$ cat config.mk
export PLATFORM = sky130hd
export DESIGN_NAME = shell_command_tokenizer_flat
export DESIGN_NICKNAME = d
export VERILOG_FILES = /design/src/rtl/sct_pkg.sv /design/src/rtl/sct_if.sv /design/src/rtl/sct_lexer.sv /design/src/rtl/sct_result_fifo.sv /design/src/rtl/shell_command_tokenizer.sv /design/src/flat_wrapper.sv
export VERILOG_INCLUDE_DIRS = /design/src /design/src/rtl
export SDC_FILE = /design/constraint.sdc
export NUM_CORES = 1
export LEC_CHECK = 0
export ABC_AREA = 1
export BUFFER_PORTS_ARGS = -buffer_cell sky130_fd_sc_hd__buf_2
export CORE_MARGIN = 2
export CORE_UTILIZATION = 50
export CTS_BUF_LIST = sky130_fd_sc_hd__clkbuf_16
export CTS_CLUSTER_SIZE = 12
export DETAILED_ROUTE_END_ITERATION = 7
export GPL_TIMING_DRIVEN = 1
export PLACE_DENSITY = 0.66
export SKIP_LAST_GASP = 1
export SLEW_MARGIN = 40
export SYNTH_ARGS = -nofsm -noshare
export SYNTH_HDL_FRONTEND = slang
export SYNTH_SLANG_ARGS = --single-unit
$ cat constraint.sdc
create_clock -name clock -period 6.6 [get_ports clock]
set_input_delay 0.66 -clock clock [delete_from_list [all_inputs] [get_ports clock]]
set_output_delay 0.66 -clock clock [all_outputs]
set_load 0.01 [all_outputs]
$ cat src/rtl/shell_command_tokenizer_defines.svh
// Assertion macros shared by the shell command tokenizer RTL.
`ifndef SHELL_COMMAND_TOKENIZER_DEFINES_SVH
`define SHELL_COMMAND_TOKENIZER_DEFINES_SVH

// Checks that the consequent holds in the same cycle as the antecedent.
`define SCT_ASSERT_SAME(label, clk, rst, ante, cons, msg) \
   label: assert property (@(posedge clk) disable iff (rst) (ante) |-> (cons)) \
      else $error(msg);

// Checks that the consequent holds in the cycle after the antecedent.
`define SCT_ASSERT_NEXT(label, clk, rst, ante, cons, msg) \
   label: assert property (@(posedge clk) disable iff (rst) (ante) |=> (cons)) \
      else $error(msg);

`endif

$ cat src/rtl/sct_pkg.sv
// Types, codes and character classes for the shell command tokenizer.
package sct_pkg;

   localparam logic [2:0] MODE_IDLE      = 3'd0;
   localparam logic [2:0] MODE_WORD      = 3'd1;
   localparam logic [2:0] MODE_WORD_ESC  = 3'd2;
   localparam logic [2:0] MODE_LEAD_ESC  = 3'd3;
   localparam logic [2:0] MODE_QUOTE     = 3'd4;
   localparam logic [2:0] MODE_QUOTE_ESC = 3'd5;
   localparam logic [2:0] MODE_SPACE     = 3'd6;
   localparam logic [2:0] MODE_GREATER   = 3'd7;

   localparam logic [2:0] KIND_LIT    = 3'd0;
   localparam logic [2:0] KIND_SPACE  = 3'd1;
   localparam logic [2:0] KIND_IN     = 3'd2;
   localparam logic [2:0] KIND_OUT    = 3'd3;
   localparam logic [2:0] KIND_APPEND = 3'd4;
   localparam logic [2:0] KIND_PIPE   = 3'd5;
   localparam logic [2:0] KIND_SEMI   = 3'd6;
   localparam logic [2:0] KIND_AND    = 3'd7;

   localparam logic [7:0] CH_BSLASH = 8'h5C;
   localparam logic [7:0] CH_QUOTE  = 8'h22;
   localparam logic [7:0] CH_PIPE   = 8'h7C;
   localparam logic [7:0] CH_LT     = 8'h3C;
   localparam logic [7:0] CH_GT     = 8'h3E;
   localparam logic [7:0] CH_AMP    = 8'h26;
   localparam logic [7:0] CH_SEMI   = 8'h3B;
   localparam logic [7:0] CH_LF     = 8'h0A;
   localparam logic [7:0] CH_CR     = 8'h0D;
   localparam logic [7:0] CH_TAB    = 8'h09;
   localparam logic [7:0] CH_SPACE  = 8'h20;

   localparam int FIFO_DEPTH = 4;
   localparam int FIFO_AW    = 2;
   localparam int FIFO_CW    = 3;

   typedef struct packed {
      logic [2:0] token_kind;
      logic [7:0] text_byte;
      logic       byte_valid;
      logic       token_end;
      logic       bad_char;
   } sct_tok_type;

   function automatic sct_tok_type sct_make_tok(input logic [2:0] kind, input logic [7:0] ch,
                                                input logic valid, input logic last,
                                                input logic bad);
      sct_tok_type t;
      t.token_kind = kind;
      t.text_byte  = valid ? ch : 8'h00;
      t.byte_valid = valid;
      t.token_end  = last;
      t.bad_char   = bad;
      return t;
   endfunction

   function automatic logic sct_is_space(input logic [7:0] ch);
      return (ch == CH_LF) || (ch == CH_CR) || (ch == CH_TAB) || (ch == CH_SPACE);
   endfunction

   function automatic logic sct_is_word_char(input logic [7:0] ch);
      logic hit;
      hit = ((ch >= 8'h41) && (ch <= 8'h5A)) || ((ch >= 8'h61) && (ch <= 8'h7A)) ||
            ((ch >= 8'h30) && (ch <= 8'h39));
      case (ch)
         8'h3F, 8'h23, 8'h2F, 8'h2D, 8'h2E, 8'h2A, 8'h40, 8'h3A, 8'h25, 8'h21,
         8'h5E, 8'h2C, 8'h2B, 8'h28, 8'h29, 8'h60, 8'h27, 8'h5B, 8'h5D, 8'h7B,
         8'h7D, 8'h3D, 8'h24, 8'h5F, 8'h7E: hit = 1'b1;
         default: ;
      endcase
      return hit;
   endfunction

endpackage

$ cat src/rtl/sct_if.sv
// Channel interfaces of the shell command tokenizer: input, result and register write.
interface sct_req_if;
   logic       valid;
   logic       ready;
   logic [7:0] in_byte;
   logic       end_of_input;

   modport source (output valid, output in_byte, output end_of_input, input ready);
   modport sink   (input valid, input in_byte, input end_of_input, output ready);
endinterface

interface sct_rsp_if #(parameter int POS_WIDTH = 16);
   logic                 valid;
   logic                 ready;
   logic [2:0]           token_kind;
   logic [7:0]           text_byte;
   logic                 byte_valid;
   logic                 token_end;
   logic                 bad_char;
   logic [POS_WIDTH-1:0] pos_line;
   logic [POS_WIDTH-1:0] pos_column;

   modport source (output valid, output token_kind, output text_byte, output byte_valid,
                   output token_end, output bad_char, output pos_line, output pos_column,
                   input ready);
   modport sink   (input valid, input token_kind, input text_byte, input byte_valid,
                   input token_end, input bad_char, input pos_line, input pos_column,
                   output ready);
endinterface

interface sct_csr_if;
   logic valid;
   logic ready;
   logic skip_whitespace;

   modport source (output valid, output skip_whitespace, input ready);
   modport sink   (input valid, input skip_whitespace, output ready);
endinterface

$ cat src/rtl/sct_lexer.sv
// Lexer state machine: classifies one byte and produces up to two results.
module sct_lexer import sct_pkg::*; #(
   parameter int POS_WIDTH = 16
) (
   input  logic                 clock,
   input  logic                 reset,
   input  logic                 step,
   input  logic [7:0]           in_byte,
   input  logic                 end_of_input,
   input  logic                 cfg_we,
   input  logic                 cfg_skip,
   output logic [1:0]           res_count,
   output sct_tok_type          res0_tok,
   output logic [POS_WIDTH-1:0] res0_line,
   output logic [POS_WIDTH-1:0] res0_col,
   output sct_tok_type          res1_tok,
   output logic [POS_WIDTH-1:0] res1_line,
   output logic [POS_WIDTH-1:0] res1_col
);

   localparam logic [POS_WIDTH-1:0] POS_MAX  = {POS_WIDTH{1'b1}};
   localparam logic [POS_WIDTH-1:0] POS_ZERO = {POS_WIDTH{1'b0}};
   localparam logic [POS_WIDTH-1:0] POS_ONE  = {{(POS_WIDTH-1){1'b0}}, 1'b1};

   function automatic logic [POS_WIDTH-1:0] sat_inc(input logic [POS_WIDTH-1:0] v);
      return (v == POS_MAX) ? v : v + POS_ONE;
   endfunction

   logic [2:0]           mode_ff, mode_in;
   logic [POS_WIDTH-1:0] line_ff, line_in;
   logic [POS_WIDTH-1:0] col_ff, col_in;
   logic                 nl_ff, nl_in;
   logic                 done_ff, done_in;
   logic                 skip_ff, skip_in;

   logic [POS_WIDTH-1:0] line_adv, col_adv, col_next;

   logic                 st_v;
   sct_tok_type          st_tok;
   logic [POS_WIDTH-1:0] st_line, st_col;
   logic [2:0]           st_mode;

   logic                 a_v, b_v;
   sct_tok_type          a_tok, b_tok;
   logic [POS_WIDTH-1:0] a_line, a_col, b_line, b_col;

   always_comb begin
      line_adv = nl_ff ? sat_inc(line_ff) : line_ff;
      col_adv  = sat_inc(nl_ff ? POS_ZERO : col_ff);
      col_next = sat_inc(col_adv);
   end

   // Start of a new token from the current byte.
   always_comb begin
      st_v    = 1'b0;
      st_tok  = '0;
      st_line = POS_ZERO;
      st_col  = POS_ZERO;
      st_mode = MODE_IDLE;
      if (sct_is_word_char(in_byte)) begin
         st_mode = MODE_WORD;
         st_v    = 1'b1;
         st_tok  = sct_make_tok(KIND_LIT, in_byte, 1'b1, 1'b0, 1'b0);
      end else if (sct_is_space(in_byte)) begin
         st_mode = MODE_SPACE;
         st_v    = !skip_ff;
         st_tok  = sct_make_tok(KIND_SPACE, in_byte, 1'b1, 1'b0, 1'b0);
      end else begin
         case (in_byte)
            CH_BSLASH: st_mode = MODE_LEAD_ESC;
            CH_QUOTE:  st_mode = MODE_QUOTE;
            CH_GT:     st_mode = MODE_GREATER;
            CH_LT, CH_PIPE, CH_SEMI, CH_AMP: begin
               st_v    = 1'b1;
               st_line = line_adv;
               st_col  = col_next;
               case (in_byte)
                  CH_LT:   st_tok = sct_make_tok(KIND_IN, in_byte, 1'b1, 1'b1, 1'b0);
                  CH_PIPE: st_tok = sct_make_tok(KIND_PIPE, in_byte, 1'b1, 1'b1, 1'b0);
                  CH_SEMI: st_tok = sct_make_tok(KIND_SEMI, in_byte, 1'b1, 1'b1, 1'b0);
                  default: st_tok = sct_make_tok(KIND_AND, in_byte, 1'b1, 1'b1, 1'b0);
               endcase
            end
            default: begin
               st_v    = 1'b1;
               st_tok  = sct_make_tok(KIND_LIT, in_byte, 1'b1, 1'b0, 1'b1);
               st_line = line_adv;
               st_col  = col_adv;
            end
         endcase
      end
   end

   // The first result closes or extends the pending token; the second comes
   // from a new token or finishes a two-result sequence.
   always_comb begin
      a_v     = 1'b0;
      a_tok   = '0;
      a_line  = POS_ZERO;
      a_col   = POS_ZERO;
      b_v     = 1'b0;
      b_tok   = '0;
      b_line  = POS_ZERO;
      b_col   = POS_ZERO;
      mode_in = mode_ff;
      line_in = line_ff;
      col_in  = col_ff;
      nl_in   = nl_ff;
      done_in = done_ff;
      skip_in = cfg_we ? cfg_skip : skip_ff;
      if (step && !done_ff) begin
         line_in = line_adv;
         col_in  = col_adv;
         nl_in   = !end_of_input && (in_byte == CH_LF);
         if (end_of_input) begin
            done_in = 1'b1;
            mode_in = MODE_IDLE;
            a_line  = line_adv;
            a_col   = col_adv;
            case (mode_ff)
               MODE_WORD, MODE_WORD_ESC, MODE_QUOTE: begin
                  a_v   = 1'b1;
                  a_tok = sct_make_tok(KIND_LIT, 8'h00, 1'b0, 1'b1, 1'b0);
               end
               MODE_QUOTE_ESC: begin
                  a_v    = 1'b1;
                  a_tok  = sct_make_tok(KIND_LIT, CH_BSLASH, 1'b1, 1'b0, 1'b0);
                  a_line = POS_ZERO;
                  a_col  = POS_ZERO;
                  b_v    = 1'b1;
                  b_tok  = sct_make_tok(KIND_LIT, 8'h00, 1'b0, 1'b1, 1'b0);
                  b_line = line_adv;
                  b_col  = col_adv;
               end
               MODE_SPACE: begin
                  a_v   = !skip_ff;
                  a_tok = sct_make_tok(KIND_SPACE, 8'h00, 1'b0, 1'b1, 1'b0);
               end
               MODE_GREATER: begin
                  a_v   = 1'b1;
                  a_tok = sct_make_tok(KIND_OUT, CH_GT, 1'b1, 1'b1, 1'b0);
               end
               default: ;
            endcase
         end else begin
            case (mode_ff)
               MODE_WORD: begin
                  if (sct_is_word_char(in_byte)) begin
                     a_v   = 1'b1;
                     a_tok = sct_make_tok(KIND_LIT, in_byte, 1'b1, 1'b0, 1'b0);
                  end else if (in_byte == CH_BSLASH) begin
                     mode_in = MODE_WORD_ESC;
                  end else begin
                     a_v     = 1'b1;
                     a_tok   = sct_make_tok(KIND_LIT, 8'h00, 1'b0, 1'b1, 1'b0);
                     a_line  = line_adv;
                     a_col   = col_adv;
                     b_v     = st_v;
                     b_tok   = st_tok;
                     b_line  = st_line;
                     b_col   = st_col;
                     mode_in = st_mode;
                  end
               end
               MODE_WORD_ESC, MODE_LEAD_ESC: begin
                  a_v     = 1'b1;
                  a_tok   = sct_make_tok(KIND_LIT, in_byte, 1'b1, 1'b0, 1'b0);
                  mode_in = MODE_WORD;
               end
               MODE_QUOTE: begin
                  if (in_byte == CH_QUOTE) begin
                     a_v     = 1'b1;
                     a_tok   = sct_make_tok(KIND_LIT, 8'h00, 1'b0, 1'b1, 1'b0);
                     a_line  = line_adv;
                     a_col   = col_next;
                     mode_in = MODE_IDLE;
                  end else if (in_byte == CH_BSLASH) begin
                     mode_in = MODE_QUOTE_ESC;
                  end else begin
                     a_v   = 1'b1;
                     a_tok = sct_make_tok(KIND_LIT, in_byte, 1'b1, 1'b0, 1'b0);
                  end
               end
               MODE_QUOTE_ESC: begin
                  a_v     = (in_byte != CH_QUOTE);
                  a_tok   = sct_make_tok(KIND_LIT, CH_BSLASH, 1'b1, 1'b0, 1'b0);
                  b_v     = 1'b1;
                  b_tok   = sct_make_tok(KIND_LIT, in_byte, 1'b1, 1'b0, 1'b0);
                  mode_in = MODE_QUOTE;
               end
               MODE_SPACE: begin
                  if (sct_is_space(in_byte)) begin
                     a_v   = !skip_ff;
                     a_tok = sct_make_tok(KIND_SPACE, in_byte, 1'b1, 1'b0, 1'b0);
                  end else begin
                     a_v     = !skip_ff;
                     a_tok   = sct_make_tok(KIND_SPACE, 8'h00, 1'b0, 1'b1, 1'b0);
                     a_line  = line_adv;
                     a_col   = col_adv;
                     b_v     = st_v;
                     b_tok   = st_tok;
                     b_line  = st_line;
                     b_col   = st_col;
                     mode_in = st_mode;
                  end
               end
               MODE_GREATER: begin
                  if (in_byte == CH_GT) begin
                     a_v     = 1'b1;
                     a_tok   = sct_make_tok(KIND_APPEND, CH_GT, 1'b1, 1'b0, 1'b0);
                     b_v     = 1'b1;
                     b_tok   = sct_make_tok(KIND_APPEND, CH_GT, 1'b1, 1'b1, 1'b0);
                     b_line  = line_adv;
                     b_col   = col_next;
                     mode_in = MODE_IDLE;
                  end else begin
                     a_v     = 1'b1;
                     a_tok   = sct_make_tok(KIND_OUT, CH_GT, 1'b1, 1'b1, 1'b0);
                     a_line  = line_adv;
                     a_col   = col_adv;
                     b_v     = st_v;
                     b_tok   = st_tok;
                     b_line  = st_line;
                     b_col   = st_col;
                     mode_in = st_mode;
                  end
               end
               default: begin
                  b_v     = st_v;
                  b_tok   = st_tok;
                  b_line  = st_line;
                  b_col   = st_col;
                  mode_in = st_mode;
               end
            endcase
         end
      end
   end

   always_comb begin
      res_count = {1'b0, a_v} + {1'b0, b_v};
      res0_tok  = a_v ? a_tok : b_tok;
      res0_line = a_v ? a_line : b_line;
      res0_col  = a_v ? a_col : b_col;
      res1_tok  = b_tok;
      res1_line = b_line;
      res1_col  = b_col;
   end

   always_ff @(posedge clock) begin
      if (reset) begin
         mode_ff <= MODE_IDLE;
         line_ff <= POS_ONE;
         col_ff  <= POS_ZERO;
         nl_ff   <= 1'b0;
         done_ff <= 1'b0;
         skip_ff <= 1'b0;
      end else begin
         mode_ff <= mode_in;
         line_ff <= line_in;
         col_ff  <= col_in;
         nl_ff   <= nl_in;
         done_ff <= done_in;
         skip_ff <= skip_in;
      end
   end

endmodule

$ cat src/rtl/sct_result_fifo.sv
// Four-entry result queue: takes up to two results, gives one per cycle on pop.
module sct_result_fifo import sct_pkg::*; #(
   parameter int POS_WIDTH = 16
) (
   input  logic                 clock,
   input  logic                 reset,
   input  logic [1:0]           push_count,
   input  sct_tok_type          in0_tok,
   input  logic [POS_WIDTH-1:0] in0_line,
   input  logic [POS_WIDTH-1:0] in0_col,
   input  sct_tok_type          in1_tok,
   input  logic [POS_WIDTH-1:0] in1_line,
   input  logic [POS_WIDTH-1:0] in1_col,
   input  logic                 pop,
   output logic [FIFO_CW-1:0]   count,
   output sct_tok_type          out_tok,
   output logic [POS_WIDTH-1:0] out_line,
   output logic [POS_WIDTH-1:0] out_col
);

   sct_tok_type          tok_ff  [FIFO_DEPTH];
   logic [POS_WIDTH-1:0] line_ff [FIFO_DEPTH];
   logic [POS_WIDTH-1:0] col_ff  [FIFO_DEPTH];

   logic [FIFO_AW-1:0] wr_ptr_ff, wr_ptr_in;
   logic [FIFO_AW-1:0] rd_ptr_ff, rd_ptr_in;
   logic [FIFO_CW-1:0] count_ff, count_in;
   logic [FIFO_AW-1:0] wr_next;

   always_comb begin
      wr_next   = wr_ptr_ff + FIFO_AW'(1);
      wr_ptr_in = wr_ptr_ff + FIFO_AW'(push_count);
      rd_ptr_in = rd_ptr_ff + FIFO_AW'(pop);
      count_in  = count_ff + FIFO_CW'(push_count) - FIFO_CW'(pop);
   end

   always_ff @(posedge clock) begin
      if (push_count != 2'd0) begin
         tok_ff[wr_ptr_ff]  <= in0_tok;
         line_ff[wr_ptr_ff] <= in0_line;
         col_ff[wr_ptr_ff]  <= in0_col;
      end
      if (push_count == 2'd2) begin
         tok_ff[wr_next]  <= in1_tok;
         line_ff[wr_next] <= in1_line;
         col_ff[wr_next]  <= in1_col;
      end
   end

   always_ff @(posedge clock) begin
      if (reset) begin
         wr_ptr_ff <= '0;
         rd_ptr_ff <= '0;
         count_ff  <= '0;
      end else begin
         wr_ptr_ff <= wr_ptr_in;
         rd_ptr_ff <= rd_ptr_in;
         count_ff  <= count_in;
      end
   end

   assign count    = count_ff;
   assign out_tok  = tok_ff[rd_ptr_ff];
   assign out_line = line_ff[rd_ptr_ff];
   assign out_col  = col_ff[rd_ptr_ff];

endmodule

$ cat src/rtl/shell_command_tokenizer.sv
// Top level of the shell command tokenizer: input register, lexer and result queue.
// The req channel carries one byte or an end-of-input marker per transaction.
// The rsp channel carries one result per transaction: token kind, text byte,
// byte-valid, token-end and bad-character flags, and the line and column
// after a closed token or of a bad byte. A byte gives zero, one or two results.
// The csr channel writes the skip_whitespace register; it is always ready.
// A byte is held in the input register while it is classified, and its results
// are written to a four-entry queue, from which the first result is offered.
// One byte is taken per cycle while the queue has room for two results; the
// sustained rate is then set by the result port, which delivers one result per
// cycle while the receiver is ready.
// When the receiver stalls, the queue fills and req ready drops until space
// returns; nothing is lost or repeated.
// Reset clears the lexer to idle at line 1, column 0, empties the queue and
// clears skip_whitespace. After an end-of-input transaction every further
// byte is taken and gives no result until reset.
`include "shell_command_tokenizer_defines.svh"

module shell_command_tokenizer import sct_pkg::*; #(
   parameter int POS_WIDTH = 16
) (
   input  logic       clock,
   input  logic       reset,
   sct_req_if.sink    req_bus,
   sct_rsp_if.source  rsp_bus,
   sct_csr_if.sink    csr_bus
);

   logic       in_valid_ff, in_valid_in;
   logic [7:0] in_byte_ff;
   logic       in_eoi_ff;

   logic       proc;
   logic       accept;
   logic       pop;

   logic [1:0]           push_count;
   sct_tok_type          res0_tok, res1_tok, out_tok;
   logic [POS_WIDTH-1:0] res0_line, res0_col, res1_line, res1_col;
   logic [POS_WIDTH-1:0] out_line, out_col;
   logic [FIFO_CW-1:0]   count;

   assign proc          = in_valid_ff && (count <= FIFO_CW'(FIFO_DEPTH - 2));
   assign req_bus.ready = !in_valid_ff || proc;
   assign accept        = req_bus.valid && req_bus.ready;
   assign csr_bus.ready = 1'b1;
   assign pop           = rsp_bus.valid && rsp_bus.ready;

   always_comb begin
      in_valid_in = in_valid_ff;
      if (accept) begin
         in_valid_in = 1'b1;
      end else if (proc) begin
         in_valid_in = 1'b0;
      end
   end

   always_ff @(posedge clock) begin
      if (reset) begin
         in_valid_ff <= 1'b0;
      end else begin
         in_valid_ff <= in_valid_in;
      end
   end

   always_ff @(posedge clock) begin
      if (accept) begin
         in_byte_ff <= req_bus.in_byte;
         in_eoi_ff  <= req_bus.end_of_input;
      end
   end

   sct_lexer #(
      .POS_WIDTH (POS_WIDTH)
   ) u_lexer (
      .clock        (clock),
      .reset        (reset),
      .step         (proc),
      .in_byte      (in_byte_ff),
      .end_of_input (in_eoi_ff),
      .cfg_we       (csr_bus.valid),
      .cfg_skip     (csr_bus.skip_whitespace),
      .res_count    (push_count),
      .res0_tok     (res0_tok),
      .res0_line    (res0_line),
      .res0_col     (res0_col),
      .res1_tok     (res1_tok),
      .res1_line    (res1_line),
      .res1_col     (res1_col)
   );

   sct_result_fifo #(
      .POS_WIDTH (POS_WIDTH)
   ) u_result_fifo (
      .clock      (clock),
      .reset      (reset),
      .push_count (push_count),
      .in0_tok    (res0_tok),
      .in0_line   (res0_line),
      .in0_col    (res0_col),
      .in1_tok    (res1_tok),
      .in1_line   (res1_line),
      .in1_col    (res1_col),
      .pop        (pop),
      .count      (count),
      .out_tok    (out_tok),
      .out_line   (out_line),
      .out_col    (out_col)
   );

   assign rsp_bus.valid      = (count != '0);
   assign rsp_bus.token_kind = out_tok.token_kind;
   assign rsp_bus.text_byte  = out_tok.text_byte;
   assign rsp_bus.byte_valid = out_tok.byte_valid;
   assign rsp_bus.token_end  = out_tok.token_end;
   assign rsp_bus.bad_char   = out_tok.bad_char;
   assign rsp_bus.pos_line   = out_line;
   assign rsp_bus.pos_column = out_col;

   `SCT_ASSERT_SAME(a_queue_bound, clock, reset, 1'b1, count <= FIFO_CW'(FIFO_DEPTH),
                    "result queue over capacity")
   `SCT_ASSERT_NEXT(a_held_byte, clock, reset, in_valid_ff && !proc,
                    in_valid_ff && $stable(in_byte_ff), "held byte lost")
   `SCT_ASSERT_NEXT(a_silent_after_end, clock, reset, proc && in_eoi_ff, push_count == 2'd0,
                    "result after end of input")

endmodule

$ cat src/flat_wrapper.sv
// flat-port wrapper written by rule: the top's interface ports become plain ports
module shell_command_tokenizer_flat import sct_pkg::*;
#(
   parameter int POS_WIDTH = 16
)
  (clock, reset, req_bus_valid, req_bus_in_byte, req_bus_end_of_input, req_bus_ready, rsp_bus_valid, rsp_bus_token_kind, rsp_bus_text_byte, rsp_bus_byte_valid, rsp_bus_token_end, rsp_bus_bad_char, rsp_bus_pos_line, rsp_bus_pos_column, rsp_bus_ready, csr_bus_valid, csr_bus_skip_whitespace, csr_bus_ready);
  sct_req_if req_bus_i ();
  sct_rsp_if #(.POS_WIDTH(POS_WIDTH)) rsp_bus_i ();
  sct_csr_if csr_bus_i ();
  input  logic clock;
  input  logic reset;
  input wire logic [$bits(req_bus_i.valid)-1:0] req_bus_valid;
  input wire logic [$bits(req_bus_i.in_byte)-1:0] req_bus_in_byte;
  input wire logic [$bits(req_bus_i.end_of_input)-1:0] req_bus_end_of_input;
  output wire logic [$bits(req_bus_i.ready)-1:0] req_bus_ready;
  output wire logic [$bits(rsp_bus_i.valid)-1:0] rsp_bus_valid;
  output wire logic [$bits(rsp_bus_i.token_kind)-1:0] rsp_bus_token_kind;
  output wire logic [$bits(rsp_bus_i.text_byte)-1:0] rsp_bus_text_byte;
  output wire logic [$bits(rsp_bus_i.byte_valid)-1:0] rsp_bus_byte_valid;
  output wire logic [$bits(rsp_bus_i.token_end)-1:0] rsp_bus_token_end;
  output wire logic [$bits(rsp_bus_i.bad_char)-1:0] rsp_bus_bad_char;
  output wire logic [$bits(rsp_bus_i.pos_line)-1:0] rsp_bus_pos_line;
  output wire logic [$bits(rsp_bus_i.pos_column)-1:0] rsp_bus_pos_column;
  input wire logic [$bits(rsp_bus_i.ready)-1:0] rsp_bus_ready;
  input wire logic [$bits(csr_bus_i.valid)-1:0] csr_bus_valid;
  input wire logic [$bits(csr_bus_i.skip_whitespace)-1:0] csr_bus_skip_whitespace;
  output wire logic [$bits(csr_bus_i.ready)-1:0] csr_bus_ready;
  assign req_bus_i.valid = req_bus_valid;
  assign req_bus_i.in_byte = req_bus_in_byte;
  assign req_bus_i.end_of_input = req_bus_end_of_input;
  assign req_bus_ready = req_bus_i.ready;
  assign rsp_bus_valid = rsp_bus_i.valid;
  assign rsp_bus_token_kind = rsp_bus_i.token_kind;
  assign rsp_bus_text_byte = rsp_bus_i.text_byte;
  assign rsp_bus_byte_valid = rsp_bus_i.byte_valid;
  assign rsp_bus_token_end = rsp_bus_i.token_end;
  assign rsp_bus_bad_char = rsp_bus_i.bad_char;
  assign rsp_bus_pos_line = rsp_bus_i.pos_line;
  assign rsp_bus_pos_column = rsp_bus_i.pos_column;
  assign rsp_bus_i.ready = rsp_bus_ready;
  assign csr_bus_i.valid = csr_bus_valid;
  assign csr_bus_i.skip_whitespace = csr_bus_skip_whitespace;
  assign csr_bus_ready = csr_bus_i.ready;
  shell_command_tokenizer #(.POS_WIDTH(POS_WIDTH)) u_core (.clock(clock), .reset(reset), .req_bus(req_bus_i), .rsp_bus(rsp_bus_i), .csr_bus(csr_bus_i));
endmodule
# == Yosys cells after proc, flatten, opt, wreduce, memory -nomap -nowiden ==
# Memories as Yosys holds them, arrays and structs flattened. A register that Yosys moved wholly into a read port is not among the register bits.
# Index checks and enable logic that the tools add are counted.
# totals
register_bits,55
ram_bits,184
input_bits,15
elab_cells,226
n_memories,3
# classes
n_addsub,9
n_lt_le_gt_ge,7
eq_ne,51
mux,112
n_reduce_logical,32
# memory_table
name,words,width,read_ports,rd_clocked_by_memory_dff,wr,line,source
u_core.u_result_fifo.col_ff,4,16,1,1,2,sct_result_fifo.sv:23,logic [POS_WIDTH-1:0] col_ff [FIFO_DEPTH];
u_core.u_result_fifo.line_ff,4,16,1,1,2,sct_result_fifo.sv:22,logic [POS_WIDTH-1:0] line_ff [FIFO_DEPTH];
u_core.u_result_fifo.tok_ff,4,14,1,1,2,sct_result_fifo.sv:21,sct_tok_type tok_ff [FIFO_DEPTH];
# op_table
op,n
2-to-1 mux 16 bit,42
case mux 16 bit (4 select lines),4
equality test 8 x 6 -> 1 bit (second input constant),22
2-to-1 mux 14 bit,12
equality test 8 x 7 -> 1 bit (second input constant),11
case mux 14 bit (6 select lines),1
case mux 14 bit (5 select lines),1
case mux 13 bit (4 select lines),1
adder 16 x 1 -> 16 bit (second input constant),3
equality test 16 bit (second input constant),3
2-to-1 mux 11 bit,4
case mux 14 bit (3 select lines),1
case mux 16 bit (2 select lines),1
case mux 14 bit (2 select lines),1
2-to-1 mux 3 bit,9
2-to-1 mux 1 bit,25
OR reduction 25 bit,1
equality test 8 x 4 -> 1 bit (second input constant),3
case mux 3 bit (6 select lines),1
greater-or-equal comparator 8 x 7 -> 1 bit (second input constant),2
<= comparator 8 x 7 -> 1 bit (second input constant),2
equality test 3 bit (second input constant),4
OR reduction 3 bit,4
2-to-1 mux 2 bit,5
other kinds (28),48

# == Depth between registers and ports, before layout ==
# Gate-level depths: netlist of the first run.
# depth
depth_word,16
depth_mapped,30
depth_no_buf,26

# == Modules after synthesis ==
# From an unflattened synthesis of the first run, not the netlist that was laid out.
# hier_totals
cells_unflattened,2192
hier_area_um2,16140.5
# modules_own_cells
mod,n_inst,cells_each,area_each_um2,seq_area_each_um2
sct_result_fifo,1,1054,9721.8,5665.4
sct_lexer,1,1113,6053.3,760.7
shell_command_tokenizer,1,25,365.4,290.3

# == Worst setup path before layout of the first run ==
# OpenSTA, ideal clock, no wires.
# synth_timing
kind,register to register
from,register u_core.u_lexer.mode_ff[0]
to,"memory u_core.u_result_fifo.col_ff[3][0], enable pin"
setup_ps,518
arrival_ps,5523
required_time_ps,6082
setup_slack_ps,558
stages_incl_launch_ff,13
n_path_buf,1
path_cell_list,dfxtp_1 -> nand2_1 -> nor2_1 -> inv_2 -> buf_2 -> nor2_1 -> inv_1 -> nand2_1 -> inv_1 -> a31oi_1 -> inv_1 -> ha_1 -> o31ai_1
# synth_lines
item,line,source
"start, declared",sct_lexer.sv:29,"logic [2:0] mode_ff, mode_in;"
"start signal, assigned",sct_lexer.sv:259,mode_ff <= mode_in;
"end, declared",sct_result_fifo.sv:23,

==> impl_metrics.ini, run 1 <==
[status]
status = finished, final reports clean

[die]
ios = 64
die_w_um = 175
start_util_pct = 51.0
dieArea_sq_um = 30700
core_sq_um = 28800
row_count = 62
die_y_um = 175

[routing]
routed.top_layer = met4
vias = 13534
routedLengthMet1_mm = 19.9
wl_met3_mm = 4.20
wl_per_cell_um = 19.5
wl_mm = 45.0
drc = 0
dr.pass1.iters = 6
drt_iter0_markers = 1703
wl_met2_mm = 19.7
ant_nets = 0
vias_per_cell = 5.85

[synthesis]
synth.distinct_cells = 56
ys_ff_latch = 239
synth_edf_count = 193
synth-async-reset-ratio_pct = 0
synth_cells = 1889
synth_top_flop_cell = edfxtp_1
syn_nets = 1915
synthTopCellsByArea = edfxtp_1, o21ai_0, nand2_1, nor2_1, dfxtp_1
synth_common_cells = nand2_1, nor2_1, o21ai_0
synth_top_area_share_pct = 39.5
seq_area_frac_synth_pct = 45.8
yosys.area.top_type = edfxtp_1
synth_area_sq_um = 14700
synth_most_common_cell = nand2_1
avgSynthCellArea_sq_um = 7.76
yosysWarnings = 0

[min_path]
worst_hold_path_type = in2reg

[timing]
setup_viol = 0
fin_setup_tns_ns = 0
finalHoldViolCount = 0
finClkSkew_ns = 0.0187
fmax_ghz = 0.215
drv_slew = 0
tightestPinTransition_ns = 0.806
hold_ws_ns = 0.277
timing.final.crit_share_pct = 70.6
rsz0062_at_grt = false
fin_ws_ns = 1.94
period_minus_slack_ns = 4.66
relSlewSlack_pct = 46.1

[worst_setup_path]
cp-start-kind = flop
cp.required_ns = 6.99
criticalPathCategory = reg2reg
crit_arrival_ns = 5.04
crit_path_end_kind = flop
path_max_fanout = 17

[pwr]
irDropWorstVdd_mv = 0.200
power_density_nw_per_um2 = 293
p_leak_nw = 6.70

[cts]
cts_buffers = 27
clock_sinks = 239
hold_buffers = 0
cts_tree = yes
cts_setup_buffers = 0
clk_pin_slew_worst_paths_ns = 0.06
cts-root-buf = clkbuf_16
insertion_delay_ns = 0.56
clockBufferDepth = 3
post_cts_resized = 0
htreeDepth = 1

[grt]
grt_pass1_vias = 12427
grt_pass1_wl_mm = 70.1
grt_antenna_before_repair = 0
grt_use_total_pct = 29.1
overflow = 0
grt_max_degree = 93

[place]
numPortBuffers = 62
gp_congestion = 0.933
pre_cts_slack_ns = 1.55
post-dp-hpwl_mm = 30.9

[flow_run]
drv_cap = 0

[layout]
antennaDiodeCount = 0
fin_nets = 1938
drive_gt1_share_pct = 10.9
layout-area-overhead-vs-synth_pct = 10.4
-- registers in the layout, summed over array words and instances (netlist names) --
register                        flops
u_core.u_lexer.col_ff              16
u_core.u_lexer.nl_ff                1
u_core.in_eoi_ff                    1
u_core.u_result_fifo.rd_ptr_ff      2
u_core.in_byte_ff                   8
u_core.u_lexer.mode_ff              3
u_core.u_result_fifo.col_ff        64
u_core.u_lexer.done_ff              1
u_core.u_result_fifo.tok_ff        56
u_core.u_result_fifo.count          3
u_core.in_valid_ff                  1
u_core.u_result_fifo.wr_ptr_ff      2
u_core.u_result_fifo.line_ff       64
u_core.u_lexer.skip_ff              1
u_core.u_lexer.line_ff             16
-- worst max-delay path, stage by stage (launching register included) --
cell,delay [ns]
dfxtp_1,0.50
nor2_1,0.51
ha_1,0.34
nand2_1,0.11
nor2_4,0.18
nand2_4,0.11
nor2_8,0.13
nand2_8,0.15
xor2_2,0.43
ha_1,0.32
inv_1,0.09
nor2_4,0.11
nand2_1,0.11
nor2_4,0.23
nand3_4,0.23
nand2_1,0.16
inv_1,0.06
o21ai_0,0.16
nand2_1,0.07
nand2_1,0.25
nor2_1,0.07
a21oi_1,0.14
-- power by group --
group          leakage [nW]  internal, W  switching, W
registers              2.23      0.00175     0.0000658
clock network         0.443     0.000859      0.000632
logic                  4.02     0.000426       0.00101
total                  6.70      0.00304       0.00171
-- through the flow --
step	instances	cell area, sq um	util (%)	power, W
2_1_floorplan	1889	14700	-	0.00277
3_3_place_gp	2265	15300	53.1	0.00324
3_5_place_dp	2267	15300	53.2	0.00327
4_1_cts	2314	16200	56.2	0.00473
5_1_grt	2314	16200	56.3	0.00498
6_report	2314	16200	56.3	0.00474
-- cell families (layout without fill, tap and decap cells) --
| kind of cell | after synthesis | count (layout) | share of synthesized area (%) |
|---|---|---|---|
| and+or+nand+nor | 832 | 832 | 25.4 |
| AOI/OAI and AO/OA | 495 | 495 | 18.0 |
| muxes | 4 | 4 | 0.273 |
| adders and majority gates | 11 | 11 | 0.990 |
| DFF | 239 | 239 | 45.8 |
| other | 1 | 1 | 0.0256 |
| xor gates and xnor gates | 30 | 30 | 1.84 |
| buffers and inverters | 277 | 318 | 7.64 |
-- final timing paths --
path | from | to | slack [ns] | cells after the start
worst min-delay path | req_bus_end_of_input | u_core.in_eoi_ff$_DFFE_PP_ | 0.28 | 1
worst max register to register | u_core.u_lexer.nl_ff$_SDFFE_PP0P_ | u_core.u_result_fifo.col_ff[3][4]$_DFFE_PP_ | 1.94 | 21
worst min register to register | u_core.u_lexer.col_ff[15]$_SDFFE_PP0P_ | u_core.u_lexer.col_ff[15]$_SDFFE_PP0P_ | 0.50 | 2
worst max-delay path | u_core.u_lexer.nl_ff$_SDFFE_PP0P_ | u_core.u_result_fifo.col_ff[3][4]$_DFFE_PP_ | 1.94 | 21
-- layout make-up --
type	count	area (sq um)
Clock inverter	20	184
Fill cell	2702	12600
Multi-Input combinational cell	1373	6910
Inverter	179	686
Timing Repair Buffer	92	539
Sequential cell	239	6720
Clock buffer	27	676
Tap cell	384	480
-- routing by layer --
layer,vias to the layer above,track usage (%)
met2,632,44.7
met1,6317,42.3
li1,6506,-
met5,-,0
met4,0,8.37
met3,79,5.35
-- placed cells by master, fill, tap and decap left out, types with 15 or more instances in the layout --
master and instances:
nand2_1 305, nor2_1 271, o21ai_0 252, edfxtp_1 193, inv_1 173, nand3_1 163, a21oi_1 143, buf_2 62
o22ai_1 52, dfxtp_1 45, buf_4 29, clkbuf_16 27, xor2_1 22, nand2_2 20, nand4_1 15
Note: power is estimated with default switching activity, not from simulation.
==> inputs of run 2 (changes only) <==
- clock period: 6.6 -> 4.8 ns (I/O delays scaled with it)
==> impl_metrics.ini, run 2 (synthesis results as in run 1) <==
[routing]
dr.pass1.iters = 6
ant_nets = 0
wl_per_cell_um = 19.9
vias = 13645
vias_per_cell = 5.88
drt_iter0_markers = 1520
wl_mm = 46.1
drc = 0

[die]
start_util_pct = 51.0
row_count = 62
die_y_um = 175
ios = 64
die_w_um = 175
core_sq_um = 28800
dieArea_sq_um = 30700

[worst_setup_path]
cp-start-kind = flop
path_max_fanout = 17
criticalPathCategory = reg2reg
crit_arrival_ns = 4.71
cp.required_ns = 5.19
crit_path_end_kind = flop

[timing]
relSlewSlack_pct = 42.3
tightestPinTransition_ns = 0.865
finClkSkew_ns = 0.0190
period_minus_slack_ns = 4.31
timing.final.crit_share_pct = 89.8
finalHoldViolCount = 0
setup_viol = 0
rsz0062_at_grt = false
drv_slew = 0
fin_setup_tns_ns = 0
fmax_ghz = 0.232

[layout]
fin_util_pct = 56.3
stdcell_area_sq_um = 16200
fin_nets = 1943
top_regs = u_core.u_result_fifo.col_ff (64), u_core.u_result_fifo.line_ff (64), u_core.u_result_fifo.tok_ff (56)
layout-area-overhead-vs-synth_pct = 10.4
final_cell_mix = nand2_1, nor2_1, o21ai_0
antennaDiodeCount = 0
drive_gt1_share_pct = 11.0
layout_commonest_cell = nand2_1

[place]
numPortBuffers = 62
placed_cell_area_sq_um = 15400
gp_congestion = 0.987
post-dp-hpwl_mm = 30.8

[pwr]
irDropWorstVdd_mv = 0.282
power_density_nw_per_um2 = 394
p_leak_nw = 6.70

[grt]
grt_use_total_pct = 30.0
grt_pass1_vias = 12699
grt_pass1_wl_mm = 72.3
grt_max_degree = 94
grt_antenna_before_repair = 1
overflow = 0

[cts]
insertion_delay_ns = 0.56
cts_setup_buffers = 0
post_cts_resized = 0
clock_sinks = 239
cts-root-buf = clkbuf_16
htreeDepth = 1
clk_pin_slew_worst_paths_ns = 0.06
cts_buffers = 27
hold_buffers = 0
cts_tree = yes
clockBufferDepth = 3

[min_path]
worst_hold_path_type = in2reg

[flow_run]
drv_cap = 0

[status]
status = finished, final reports clean
## run 2: path summary, 6_finish.rpt
check                                      start                                          end  slack [ns]  cells after the start
min reg2reg  u_core.u_lexer.done_ff$_SDFFE_PP0P_          u_core.u_lexer.done_ff$_SDFFE_PP0P_        0.46                      2
max            u_core.u_lexer.nl_ff$_SDFFE_PP0P_  u_core.u_result_fifo.col_ff[2][2]$_DFFE_PP_        0.49                     22
min                           req_bus_in_byte[2]               u_core.in_byte_ff[2]$_DFFE_PP_        0.09                      1
max reg2reg    u_core.u_lexer.nl_ff$_SDFFE_PP0P_  u_core.u_result_fifo.col_ff[2][2]$_DFFE_PP_        0.49                     22
## run 2: layout make-up
cell class / instances / area (sq um)
Fill cell: 2722 / 12600
Multi-Input combinational cell: 1373 / 6890
Sequential cell: 239 / 6720
Inverter: 179 / 686
Clock buffer: 27 / 676
Timing Repair Buffer: 97 / 627
Tap cell: 384 / 480
Clock inverter: 21 / 115
## run 2: layer usage
metal / part of all wire (%) / GRT usage [%]
met1: 44 / 44.0
met5: 0 / 0
met3: 10 / 5.24
met2: 43 / 45.4
met4: 2.9 / 9.48
## run 2: through the flow
| stage | instances | total power, W | hold slack, ns | setup WS, ns |
|---|---|---|---|---|
| 2_1_floorplan | 1889 | 0.00381 | 0.436 | -1.24 |
| 3_3_place_gp | 2272 | 0.00449 | 0.450 | 0.614 |
| 3_5_place_dp | 2272 | 0.00452 | 0.452 | 0.553 |
| 4_1_cts | 2320 | 0.00640 | 0.0773 | 0.512 |
| 5_1_grt | 2320 | 0.00671 | 0.0772 | 0.0574 |
| 6_report | 2320 | 0.00638 | 0.0925 | 0.488 |
## run 2: power breakdown
group          leakage (nW)  internal (W)  switching (W)
sequential             2.23       0.00241      0.0000940
combinational          4.05      0.000593        0.00140
clock                 0.416       0.00102       0.000865
## run 2: critical path, stage by stage, from the launching register on
cell and delay, ns:
dfxtp_1 0.48, nor2_1 0.46, ha_1 0.34, nand2_1 0.12, nor2_4 0.18, nand2_4 0.11, nor2_8 0.13, nand2_8 0.16
xor2_2 0.15, buf_4 0.19, ha_1 0.25, inv_1 0.09, nor2_4 0.11, nand2_1 0.11, nor2_4 0.23, nand3_4 0.23
o21ai_1 0.20, nand2_1 0.07, o21ai_0 0.10, nand2_1 0.07, nand2_1 0.17, nor2_1 0.06, a21oi_1 0.13
